File: src/rtl/mesh_node_route_table_unit_assert.svh
// ----------------------------------------------------------------------------
// Assertion macros for the mesh node route table unit
// Implication and next-cycle checks, compiled out in synthesis.
// ----------------------------------------------------------------------------
`ifndef MESH_NODE_ROUTE_TABLE_UNIT_ASSERT_SVH
`define MESH_NODE_ROUTE_TABLE_UNIT_ASSERT_SVH

`ifndef SYNTHESIS
`define MNTU_ASSERT_IMP(label, clk, rst, ante, cons) \
   label: assert property (@(posedge clk) disable iff (rst) (ante) |-> (cons)) \
      else $error("mntu: implication check failed");
`define MNTU_ASSERT_NEXT(label, clk, rst, ante, cons) \
   label: assert property (@(posedge clk) disable iff (rst) (ante) |=> (cons)) \
      else $error("mntu: next-cycle check failed");
`else
`define MNTU_ASSERT_IMP(label, clk, rst, ante, cons)
`define MNTU_ASSERT_NEXT(label, clk, rst, ante, cons)
`endif

`endif

File: src/rtl/mntu_pkg.sv
// ----------------------------------------------------------------------------
// Mesh node route table package
// Widths, codes and shared types of the neighbour table unit.
// ----------------------------------------------------------------------------
package mntu_pkg;

   localparam int TABLE_DEPTH = 16;
   localparam int IDX_W       = (TABLE_DEPTH > 1) ? $clog2(TABLE_DEPTH) : 1;
   localparam int CNT_W       = $clog2(TABLE_DEPTH + 1);

   localparam int CMD_W  = 2;
   localparam int ID_W   = 8;
   localparam int TYPE_W = 8;
   localparam int FUNC_W = 16;
   localparam int DATA_W = 16;
   localparam int CSR_IDX_W  = 1;
   localparam int CSR_DATA_W = 16;

   localparam logic [TYPE_W-1:0] TYPE_REFRESH   = 8'h00;
   localparam logic [TYPE_W-1:0] TYPE_INFO      = 8'h01;
   localparam logic [TYPE_W-1:0] TYPE_ADD       = 8'h02;
   localparam logic [TYPE_W-1:0] TYPE_DATA      = 8'hff;
   localparam logic [ID_W-1:0]   ADDR_BROADCAST = 8'hff;
   localparam logic [ID_W-1:0]   ADDR_ROOT      = 8'h00;

   localparam logic [ID_W-1:0]   NODE_ID_RESET       = 8'h01;
   localparam logic [FUNC_W-1:0] NODE_FUNCTION_RESET = 16'h0000;

   typedef enum logic [CMD_W-1:0] {
      CMD_RECEIVE = 2'd0,
      CMD_MCAST   = 2'd1,
      CMD_DIRECT  = 2'd2,
      CMD_UNUSED  = 2'd3
   } cmd_code_type;

   typedef enum logic [CSR_IDX_W-1:0] {
      REG_NODE_ID       = 1'd0,
      REG_NODE_FUNCTION = 1'd1
   } reg_index_type;

   typedef enum logic [1:0] {
      ST_IDLE,
      ST_SCAN,
      ST_FINISH
   } state_type;

   typedef enum logic {
      OP_ADD,
      OP_MCAST
   } op_type;

   typedef struct packed {
      logic [ID_W-1:0]   id;
      logic [FUNC_W-1:0] func;
   } entry_type;

   typedef struct packed {
      logic shift;
      logic write;
   } cell_ctl_type;

   typedef struct packed {
      logic             shift;
      logic             write;
      logic [IDX_W-1:0] wr_index;
      entry_type        wr_entry;
   } chain_ctl_type;

   typedef struct packed {
      logic              frame_valid;
      logic [ID_W-1:0]   frame_source;
      logic [ID_W-1:0]   frame_destination;
      logic [TYPE_W-1:0] frame_type;
      logic [DATA_W-1:0] frame_data;
      logic              accepted;
      logic              handled;
      logic              last;
   } result_type;

endpackage

File: src/rtl/mntu_channels.sv
// ----------------------------------------------------------------------------
// Mesh node route table channels
// Valid/ready interfaces for request, response and register write items.
// ----------------------------------------------------------------------------
interface mntu_req_if;
   import mntu_pkg::*;
   logic              valid;
   logic              ready;
   logic [CMD_W-1:0]  cmd;
   logic [TYPE_W-1:0] msg_type;
   logic [ID_W-1:0]   source_id;
   logic [ID_W-1:0]   destination_id;
   logic [DATA_W-1:0] payload;

   modport source (output valid, cmd, msg_type, source_id, destination_id, payload,
                   input ready);
   modport sink (input valid, cmd, msg_type, source_id, destination_id, payload,
                 output ready);
endinterface

interface mntu_rsp_if;
   import mntu_pkg::*;
   logic              valid;
   logic              ready;
   logic              frame_valid;
   logic [ID_W-1:0]   frame_source;
   logic [ID_W-1:0]   frame_destination;
   logic [TYPE_W-1:0] frame_type;
   logic [DATA_W-1:0] frame_data;
   logic              accepted;
   logic              handled;
   logic              last;

   modport source (output valid, frame_valid, frame_source, frame_destination,
                   frame_type, frame_data, accepted, handled, last,
                   input ready);
   modport sink (input valid, frame_valid, frame_source, frame_destination,
                 frame_type, frame_data, accepted, handled, last,
                 output ready);
endinterface

interface mntu_csr_if;
   import mntu_pkg::*;
   logic                  valid;
   logic                  ready;
   logic [CSR_IDX_W-1:0]  index;
   logic [CSR_DATA_W-1:0] data;

   modport source (output valid, index, data, input ready);
   modport sink (input valid, index, data, output ready);
endinterface

File: src/rtl/mntu_cell.sv
// ----------------------------------------------------------------------------
// Mesh node route table cell
// Holds one neighbour entry and takes its neighbour's entry on a shift.
// ----------------------------------------------------------------------------
module mntu_cell (
   input  logic                 clock,
   input  mntu_pkg::cell_ctl_type ctl,
   input  mntu_pkg::entry_type  wr_entry,
   input  mntu_pkg::entry_type  next_entry,
   output mntu_pkg::entry_type  entry
);
   import mntu_pkg::*;

   entry_type entry_ff;

   always_ff @(posedge clock) begin
      if (ctl.write) begin
         entry_ff <= wr_entry;
      end else if (ctl.shift) begin
         entry_ff <= next_entry;
      end
   end

   assign entry = entry_ff;

endmodule

File: src/rtl/mntu_chain.sv
// ----------------------------------------------------------------------------
// Mesh node route table cell ring
// A ring of entry cells that rotates towards cell 0, which faces the control.
// ----------------------------------------------------------------------------
module mntu_chain (
   input  logic                   clock,
   input  mntu_pkg::chain_ctl_type ctl,
   output mntu_pkg::entry_type    head
);
   import mntu_pkg::*;

   entry_type cell_entry [TABLE_DEPTH];

   for (genvar i = 0; i < TABLE_DEPTH; i++) begin : g_cell
      cell_ctl_type cell_ctl;

      assign cell_ctl.shift = ctl.shift;
      assign cell_ctl.write = ctl.write && (ctl.wr_index == IDX_W'(i));

      mntu_cell u_cell (
         .clock      (clock),
         .ctl        (cell_ctl),
         .wr_entry   (ctl.wr_entry),
         .next_entry (cell_entry[(i + 1) % TABLE_DEPTH]),
         .entry      (cell_entry[i])
      );
   end

   assign head = cell_entry[0];

endmodule

File: src/rtl/mesh_node_route_table_unit.sv
// ----------------------------------------------------------------------------
// Mesh node route table unit
// Neighbour table of a mesh node working on decoded frame fields.
// ----------------------------------------------------------------------------
// One item is taken at a time. A directed send, an unused command and a
// received frame other than an add request are dealt with in the cycle in
// which they are accepted. An add request and a multicast send are accepted,
// then rotate the full ring of TABLE_DEPTH cells once, one cell per cycle
// unless a multicast hit waits on the output, and then finish in ST_FINISH,
// where a multicast also waits for room on the output. A result that waits
// on the output holds off the next item.
module mesh_node_route_table_unit (
   input logic       clock,
   input logic       reset,
   mntu_req_if.sink  req_chan,
   mntu_rsp_if.source rsp_chan,
   mntu_csr_if.sink  csr_chan
);
   import mntu_pkg::*;

   `include "mesh_node_route_table_unit_assert.svh"

   state_type         state_ff, state_in;
   op_type            op_ff, op_in;
   logic [IDX_W-1:0]  step_ff, step_in;
   logic [CNT_W-1:0]  count_ff, count_in;
   logic              dup_ff, dup_in;
   logic              self_ff, self_in;
   logic [ID_W-1:0]   src_ff, src_in;
   logic [DATA_W-1:0] data_ff, data_in;
   result_type        pend_ff, pend_in;
   logic              pend_valid_ff, pend_valid_in;
   result_type        rsp_ff, rsp_in;
   logic              rsp_valid_ff, rsp_valid_in;
   logic [ID_W-1:0]   node_id_ff, node_id_in;
   logic [FUNC_W-1:0] node_function_ff, node_function_in;

   chain_ctl_type chain_ctl;
   entry_type     head;
   logic          out_room;
   logic          out_push;
   result_type    out_data;
   logic          req_fire;
   logic          in_range;
   logic          hit;
   logic          last_step;
   logic          advance;
   result_type    res;

   mntu_chain u_chain (
      .clock (clock),
      .ctl   (chain_ctl),
      .head  (head)
   );

   assign out_room  = !rsp_valid_ff || rsp_chan.ready;
   assign req_chan.ready = (state_ff == ST_IDLE) && out_room;
   assign req_fire  = req_chan.valid && req_chan.ready;
   assign csr_chan.ready = 1'b1;
   assign in_range  = CNT_W'(step_ff) < count_ff;
   assign hit       = in_range && ((head.func & node_function_ff) != '0);
   assign last_step = step_ff == IDX_W'(TABLE_DEPTH - 1);

   always_comb begin
      node_id_in       = node_id_ff;
      node_function_in = node_function_ff;
      if (csr_chan.valid) begin
         case (reg_index_type'(csr_chan.index))
            REG_NODE_ID:       node_id_in = csr_chan.data[ID_W-1:0];
            REG_NODE_FUNCTION: node_function_in = csr_chan.data[FUNC_W-1:0];
            default: ;
         endcase
      end
   end

   always_comb begin
      state_in      = state_ff;
      op_in         = op_ff;
      step_in       = step_ff;
      count_in      = count_ff;
      dup_in        = dup_ff;
      self_in       = self_ff;
      src_in        = src_ff;
      data_in       = data_ff;
      pend_in       = pend_ff;
      pend_valid_in = pend_valid_ff;
      out_push      = 1'b0;
      out_data      = '0;
      chain_ctl     = '0;
      advance       = 1'b0;
      res           = '0;

      case (state_ff)
         ST_IDLE: begin
            if (req_fire) begin
               res.last = 1'b1;
               src_in   = req_chan.source_id;
               data_in  = req_chan.payload;
               case (cmd_code_type'(req_chan.cmd))
                  CMD_RECEIVE: begin
                     res.accepted = (req_chan.source_id != node_id_ff) &&
                                    ((req_chan.destination_id == node_id_ff) ||
                                     (req_chan.destination_id == ADDR_BROADCAST));
                     if (req_chan.msg_type == TYPE_REFRESH) begin
                        count_in              = '0;
                        res.handled           = 1'b1;
                        res.frame_valid       = 1'b1;
                        res.frame_source      = node_id_ff;
                        res.frame_destination = ADDR_ROOT;
                        res.frame_type        = TYPE_INFO;
                        res.frame_data        = node_function_ff;
                     end else if (req_chan.msg_type == TYPE_ADD) begin
                        res.handled = 1'b1;
                        op_in       = OP_ADD;
                        dup_in      = 1'b0;
                        self_in     = req_chan.source_id == node_id_ff;
                        step_in     = '0;
                        state_in    = ST_SCAN;
                     end
                     out_push = 1'b1;
                     out_data = res;
                  end
                  CMD_MCAST: begin
                     op_in         = OP_MCAST;
                     pend_valid_in = 1'b0;
                     step_in       = '0;
                     state_in      = ST_SCAN;
                  end
                  CMD_DIRECT: begin
                     res.frame_valid       = 1'b1;
                     res.frame_source      = node_id_ff;
                     res.frame_destination = req_chan.destination_id;
                     res.frame_type        = TYPE_DATA;
                     res.frame_data        = req_chan.payload;
                     out_push = 1'b1;
                     out_data = res;
                  end
                  default: begin
                     out_push = 1'b1;
                     out_data = res;
                  end
               endcase
            end
         end
         ST_SCAN: begin
            if (op_ff == OP_ADD) begin
               advance = 1'b1;
               if (in_range && (head.id == src_ff)) begin
                  dup_in = 1'b1;
               end
            end else if (!(hit && pend_valid_ff && !out_room)) begin
               advance = 1'b1;
               if (hit) begin
                  if (pend_valid_ff) begin
                     out_push = 1'b1;
                     out_data = pend_ff;
                  end
                  res.frame_valid       = 1'b1;
                  res.frame_source      = node_id_ff;
                  res.frame_destination = head.id;
                  res.frame_type        = TYPE_DATA;
                  res.frame_data        = data_ff;
                  pend_in               = res;
                  pend_valid_in         = 1'b1;
               end
            end
            if (advance) begin
               chain_ctl.shift = 1'b1;
               if (last_step) begin
                  step_in  = '0;
                  state_in = ST_FINISH;
               end else begin
                  step_in = step_ff + 1'b1;
               end
            end
         end
         ST_FINISH: begin
            if (op_ff == OP_ADD) begin
               if (!dup_ff && !self_ff && (count_ff < CNT_W'(TABLE_DEPTH))) begin
                  chain_ctl.write         = 1'b1;
                  chain_ctl.wr_index      = count_ff[IDX_W-1:0];
                  chain_ctl.wr_entry.id   = src_ff;
                  chain_ctl.wr_entry.func = data_ff;
                  count_in                = count_ff + 1'b1;
               end
               state_in = ST_IDLE;
            end else if (out_room) begin
               if (pend_valid_ff) begin
                  res = pend_ff;
               end
               res.last      = 1'b1;
               out_push      = 1'b1;
               out_data      = res;
               pend_valid_in = 1'b0;
               state_in      = ST_IDLE;
            end
         end
         default: begin
            state_in = ST_IDLE;
         end
      endcase
   end

   always_comb begin
      rsp_in       = rsp_ff;
      rsp_valid_in = rsp_valid_ff;
      if (out_push) begin
         rsp_in       = out_data;
         rsp_valid_in = 1'b1;
      end else if (rsp_chan.ready) begin
         rsp_valid_in = 1'b0;
      end
   end

   always_ff @(posedge clock) begin
      if (reset) begin
         state_ff         <= ST_IDLE;
         step_ff          <= '0;
         count_ff         <= '0;
         pend_valid_ff    <= 1'b0;
         rsp_valid_ff     <= 1'b0;
         node_id_ff       <= NODE_ID_RESET;
         node_function_ff <= NODE_FUNCTION_RESET;
      end else begin
         state_ff         <= state_in;
         step_ff          <= step_in;
         count_ff         <= count_in;
         pend_valid_ff    <= pend_valid_in;
         rsp_valid_ff     <= rsp_valid_in;
         node_id_ff       <= node_id_in;
         node_function_ff <= node_function_in;
      end
   end

   always_ff @(posedge clock) begin
      op_ff   <= op_in;
      dup_ff  <= dup_in;
      self_ff <= self_in;
      src_ff  <= src_in;
      data_ff <= data_in;
      pend_ff <= pend_in;
      rsp_ff  <= rsp_in;
   end

   assign rsp_chan.valid             = rsp_valid_ff;
   assign rsp_chan.frame_valid       = rsp_ff.frame_valid;
   assign rsp_chan.frame_source      = rsp_ff.frame_source;
   assign rsp_chan.frame_destination = rsp_ff.frame_destination;
   assign rsp_chan.frame_type        = rsp_ff.frame_type;
   assign rsp_chan.frame_data        = rsp_ff.frame_data;
   assign rsp_chan.accepted          = rsp_ff.accepted;
   assign rsp_chan.handled           = rsp_ff.handled;
   assign rsp_chan.last              = rsp_ff.last;

   `MNTU_ASSERT_IMP(a_count_bound, clock, reset, 1'b1, count_ff <= CNT_W'(TABLE_DEPTH))
   `MNTU_ASSERT_IMP(a_ring_restored, clock, reset, state_ff == ST_FINISH, step_ff == '0)
   `MNTU_ASSERT_IMP(a_pend_mcast, clock, reset, pend_valid_ff, op_ff == OP_MCAST)
   `MNTU_ASSERT_NEXT(a_scan_no_push_add, clock, reset,
      (state_ff == ST_SCAN) && (op_ff == OP_ADD), count_ff == $past(count_ff))

endmodule

File: src/flat_wrapper.sv
// flat-port wrapper written by rule: the top's interface ports become plain ports
module mesh_node_route_table_unit_flat import mntu_pkg::*;
  (clock, reset, req_chan_valid, req_chan_cmd, req_chan_msg_type, req_chan_source_id, req_chan_destination_id, req_chan_payload, req_chan_ready, rsp_chan_valid, rsp_chan_frame_valid, rsp_chan_frame_source, rsp_chan_frame_destination, rsp_chan_frame_type, rsp_chan_frame_data, rsp_chan_accepted, rsp_chan_handled, rsp_chan_last, rsp_chan_ready, csr_chan_valid, csr_chan_index, csr_chan_data, csr_chan_ready);
  mntu_req_if req_chan_i ();
  mntu_rsp_if rsp_chan_i ();
  mntu_csr_if csr_chan_i ();
  input logic clock;
  input logic reset;
  input wire logic [$bits(req_chan_i.valid)-1:0] req_chan_valid;
  input wire logic [$bits(req_chan_i.cmd)-1:0] req_chan_cmd;
  input wire logic [$bits(req_chan_i.msg_type)-1:0] req_chan_msg_type;
  input wire logic [$bits(req_chan_i.source_id)-1:0] req_chan_source_id;
  input wire logic [$bits(req_chan_i.destination_id)-1:0] req_chan_destination_id;
  input wire logic [$bits(req_chan_i.payload)-1:0] req_chan_payload;
  output wire logic [$bits(req_chan_i.ready)-1:0] req_chan_ready;
  output wire logic [$bits(rsp_chan_i.valid)-1:0] rsp_chan_valid;
  output wire logic [$bits(rsp_chan_i.frame_valid)-1:0] rsp_chan_frame_valid;
  output wire logic [$bits(rsp_chan_i.frame_source)-1:0] rsp_chan_frame_source;
  output wire logic [$bits(rsp_chan_i.frame_destination)-1:0] rsp_chan_frame_destination;
  output wire logic [$bits(rsp_chan_i.frame_type)-1:0] rsp_chan_frame_type;
  output wire logic [$bits(rsp_chan_i.frame_data)-1:0] rsp_chan_frame_data;
  output wire logic [$bits(rsp_chan_i.accepted)-1:0] rsp_chan_accepted;
  output wire logic [$bits(rsp_chan_i.handled)-1:0] rsp_chan_handled;
  output wire logic [$bits(rsp_chan_i.last)-1:0] rsp_chan_last;
  input wire logic [$bits(rsp_chan_i.ready)-1:0] rsp_chan_ready;
  input wire logic [$bits(csr_chan_i.valid)-1:0] csr_chan_valid;
  input wire logic [$bits(csr_chan_i.index)-1:0] csr_chan_index;
  input wire logic [$bits(csr_chan_i.data)-1:0] csr_chan_data;
  output wire logic [$bits(csr_chan_i.ready)-1:0] csr_chan_ready;
  assign req_chan_i.valid = req_chan_valid;
  assign req_chan_i.cmd = req_chan_cmd;
  assign req_chan_i.msg_type = req_chan_msg_type;
  assign req_chan_i.source_id = req_chan_source_id;
  assign req_chan_i.destination_id = req_chan_destination_id;
  assign req_chan_i.payload = req_chan_payload;
  assign req_chan_ready = req_chan_i.ready;
  assign rsp_chan_valid = rsp_chan_i.valid;
  assign rsp_chan_frame_valid = rsp_chan_i.frame_valid;
  assign rsp_chan_frame_source = rsp_chan_i.frame_source;
  assign rsp_chan_frame_destination = rsp_chan_i.frame_destination;
  assign rsp_chan_frame_type = rsp_chan_i.frame_type;
  assign rsp_chan_frame_data = rsp_chan_i.frame_data;
  assign rsp_chan_accepted = rsp_chan_i.accepted;
  assign rsp_chan_handled = rsp_chan_i.handled;
  assign rsp_chan_last = rsp_chan_i.last;
  assign rsp_chan_i.ready = rsp_chan_ready;
  assign csr_chan_i.valid = csr_chan_valid;
  assign csr_chan_i.index = csr_chan_index;
  assign csr_chan_i.data = csr_chan_data;
  assign csr_chan_ready = csr_chan_i.ready;
  mesh_node_route_table_unit u_core (.clock(clock), .reset(reset), .req_chan(req_chan_i), .rsp_chan(rsp_chan_i), .csr_chan(csr_chan_i));
endmodule
File: config.mk
export PLATFORM = sky130hd
export DESIGN_NAME = mesh_node_route_table_unit_flat
export DESIGN_NICKNAME = d
export VERILOG_FILES = /design/src/rtl/mntu_pkg.sv /design/src/rtl/mntu_channels.sv /design/src/rtl/mntu_cell.sv /design/src/rtl/mntu_chain.sv /design/src/rtl/mesh_node_route_table_unit.sv /design/src/flat_wrapper.sv
export VERILOG_INCLUDE_DIRS = /design/src /design/src/rtl
export SDC_FILE = /design/constraint.sdc
export NUM_CORES = 1
export LEC_CHECK = 0
export BUFFER_PORTS_ARGS = -buffer_cell sky130_fd_sc_hd__buf_2
export CORE_MARGIN = 2
export CORE_UTILIZATION = 43
export DETAILED_ROUTE_END_ITERATION = 8
export PLACE_DENSITY = 0.66
export RECOVER_POWER = 25
export SLEW_MARGIN = 20
export SYNTH_ARGS = -nofsm -noshare
export SYNTH_HDL_FRONTEND = slang
export SYNTH_SLANG_ARGS = --single-unit
File: constraint.sdc
create_clock -name clock -period 5.81 [get_ports clock]
set_input_delay 0.581 -clock clock [delete_from_list [all_inputs] [get_ports clock]]
set_output_delay 0.581 -clock clock [all_outputs]
set_load 0.005 [all_outputs]
==> flow_summary.yaml <==
outcome:
  status: "finished, violations left"
  violations: "capacitance limit, slew limit"
cells_and_area:
  diodes: 0
  layout_commonest_cell: "edfxtp_1"
  nNetsFinal: 1915
  drive_above_1_share_pct: 10.4
  layout_common_cells: "480 x edfxtp_1, 469 x nand2_1, 365 x o21ai_0"
  area_delta_synth_final_pct: 11.6
synthesis:
  syn-instance-count: 1800
  synth_nets: 1873
  ys_seq_elements: 517
  yosys_warnings: 0
  synthAdderAreaFrac_pct: 0.523
  synth_area_mm2: 0.0215
  yosysUniqueCellTypes: 59
  async_flop_share_pct: 0
  ys_seq_area_share_pct: 70.4
  synth_top_family_by_area: "compound AO/OA/AOI/OAI gates"
  synthSimpleGateAreaFrac_pct: 11.2
  synth_edf_count: 480
  synth_flop_cell: "edfxtp_1"
  synth-xor-area-share_pct: 0.976
  muxShareOfSynthArea_pct: 1.31
  synth_compound_area_share_pct: 12.4
  syn_area_per_cell_um2: 12.0
global_routing:
  grt_pass1_wl_um: 79000
  grt_max_degree: 50
  overflow: 0
  grt_pass1_vias: 13000
  antenna_found_initial: 0
  track_usage_pct: 19.9
critical_path:
  cp_cell_sequence: "inv_1 -> ha_1 -> nand2b_1 -> nor4_1 -> clkbuf_1 -> nor3b_1 -> nand2_1 -> buf_4 -> nand2_1"
  crit_buf_inv: 3
  end_kind: "flip-flop"
  critPathLaunch: "u_core.state_ff[0]"
  cp.required_ns: 6.04
  cp_slowest_cell: "clkbuf_1"
  reg2reg_from: "u_core.state_ff[0]"
  cp.arrival_ns: 4.74
  crit_family: "simple AND/OR/NAND/NOR gates"
  start_kind: "flip-flop"
  worstPathMaxFanout: 49
  rrSetupSlack_ns: 1.30
  crit_type: "flip-flop to flip-flop"
  path_common_cell: "nand2_1"
  ff2ff_path_depth: 9
  worst_r2r_endpoint: "u_core.u_chain.g_cell[10].u_cell.entry[23]"
  max_stage_delay_ns: 0.93
power:
  p_comb_share_pct: 11.9
  internal-power_mw: 7.19
  p_per_area_mw_per_mm2: 405
  vdd_drop_max_mv: 0.231
  leakage_nw: 8.69
  clock_power_share_pct: 33.5
  switching_power_mw: 2.53
  p_sw_share_pct: 26.0
  power_frac_seq_pct: 54.6
timing:
  whs_ns: 0.196
  rsz0062_at_grt: "no"
  setup_tns_ns: 0
  hold_viol: 0
  finClkSkew_ns: 0.0296
  fmax_mhz: 222
  tightest_slew_ns: 1.66
  fin_crit_ns: 4.51
  final_max_slew_viol_count: 41
  setup_violations: 0
  finalCritPeriodShare_pct: 77.7
  relSlewSlack_pct: -10.5
floorplanning:
  fp.dieArea_mm2: 0.0519
  fp.dieW_um: 228
  core_mm2: 0.0498
  num_rows: 82
  start_util_pct: 43.3
  io_pins: 111
  fp.dieH_um: 228
routing:
  detailroute.via_count: 14000
  ant_nets: 0
  wire_per_inst_um: 20.6
  routed_wl_um: 52600
  drcViolationCount: 0
  dr.first_iter.drc_count: 1681
  drtPass1Iterations: 6
  post_drt_via_cell_ratio: 5.48
min_path:
  hp-class: "input port to flip-flop"
  min_path_cells: 1
  min_from: "req_chan_payload[5]"
  min_to: "u_core.data_ff[5]"
clock_tree:
  cts_buffers: 51
  ctsResizeCount: 0
  htree_num_levels: 2
  path_clk_slew_ns: 0.06
  clock-root-buffer: "clkbuf_16"
  cts_sinks: 517
  cts_buffer_depth: 3
  hold_buffers: 0
  clock_latency_ns: 0.62
  cts_tree: "yes"
  post-cts-setup-buffer-count: 0
placed_design:
  gp_congestion: 0.900
  port_buffers: 109
  hpwl_um: 33200
flow_run:
  drv_cap: 2
-- flip-flops by register name, summed over array words and instances (netlist names), 2 cells and up --
| register | count |
|---|---|
| u_core.src_ff | 8 |
| u_core.node_id_ff | 8 |
| u_core.u_chain.g_cell.u_cell.entry | 384 |
| u_core.data_ff | 16 |
| u_core.rsp_chan.frame_source | 8 |
| u_core.count_ff | 5 |
| u_core.node_function_ff | 16 |
| u_core.step_ff | 4 |
| u_core.pend_ff | 32 |
| u_core.rsp_chan.frame_destination | 8 |
| u_core.rsp_chan.frame_data | 16 |
| u_core.rsp_chan.frame_type | 2 |
| u_core.state_ff | 2 |
-- cells in the mapped netlist, drive strengths merged, types with 16 or more instances --
cell    number  area [µm²]
clkbuf      97         364
a21oi       34         170
buf         46         279
nand2      471        1770
edfxtp     480       14400
dfxtp       37         741
o21ai      365        1830
nor2        48         180
a31oi       20         125
mux2        25         282
a22o        20         175
a22oi       16         120
-- cells by family (layout without fill, tap and decap cells) --
logic type	after synthesis	count (layout)
simple gates	588	588
flops	517	517
compound gates	482	482
buf+inv	154	235
mux	25	25
xor+xnor	24	24
fa+ha+maj	9	9
other cells	1	1
-- per-layer routing --
metal / GRT usage, % / vias up / wire [µm]
li1: - / 6555 / -
met1: 29.0 / 6676 / 23200
met2: 29.4 / 662 / 22800
met3: 4.54 / 103 / 5000
met4: 6.64 / 0 / 1600
met5: 0 / - / 0
-- per-stage QoR --
step                      setup WS [ns]  total power [mW]  util, %  area [µm²]  std cells
final                              1.30              9.72     48.3       24000       2553
after global routing              0.893              10.1     48.3       24000       2553
after CTS                          1.86              9.75     48.4       24100       2552
after detailed placement           1.90              6.51     45.1       22500       2460
after global placement             2.02              6.48     45.1       22500       2460
after floorplan                    1.56              6.02        -       21500       1800
-- worst max-delay path by stage --
stage / to / cells past startpoint / slack (ns)
3_5_place_dp: u_core.u_chain.g_cell[3].u_cell.entry[3] / 8 / 1.90
4_1_cts: u_core.u_chain.g_cell[5].u_cell.entry[23] / 8 / 1.86
6_report: u_core.u_chain.g_cell[10].u_cell.entry[23] / 9 / 1.30
3_3_place_gp: u_core.u_chain.g_cell[5].u_cell.entry[10] / 8 / 2.02
5_1_grt: u_core.u_chain.g_cell[10].u_cell.entry[7] / 9 / 0.89
2_1_floorplan: u_core.rsp_chan.accepted / 7 / 1.56
-- power by group through the flow --
stage | registers, mW | clock network, mW | logic (mW)
after floorplan | 5.24 | 0 | 0.782
after global placement | 5.36 | 0 | 1.12
after detailed placement | 5.36 | 0 | 1.15
after CTS | 5.30 | 3.29 | 1.16
after global routing | 5.35 | 3.42 | 1.31
final | 5.31 | 3.26 | 1.16
-- worst reg2reg max path, stage by stage, from the launching register on --
cell and delay (ns):
dfxtp_1 0.33, inv_1 0.11, ha_1 0.43, nand2b_1 0.14, nor4_1 0.22, clkbuf_1 0.93, nor3b_1 0.72, nand2_1 0.12
buf_4 0.30, nand2_1 0.80
-- cell type report --
class / instances / area (µm²)
Multi-Input combinational cell: 1129 / 5670
Clock buffer: 59 / 1310
Sequential cell: 517 / 15200
Inverter: 11 / 41.3
Clock inverter: 33 / 332
Fill cell: 4399 / 25700
Tap cell: 672 / 841
Timing Repair Buffer: 132 / 677
(Power assumes the default switching activity.)
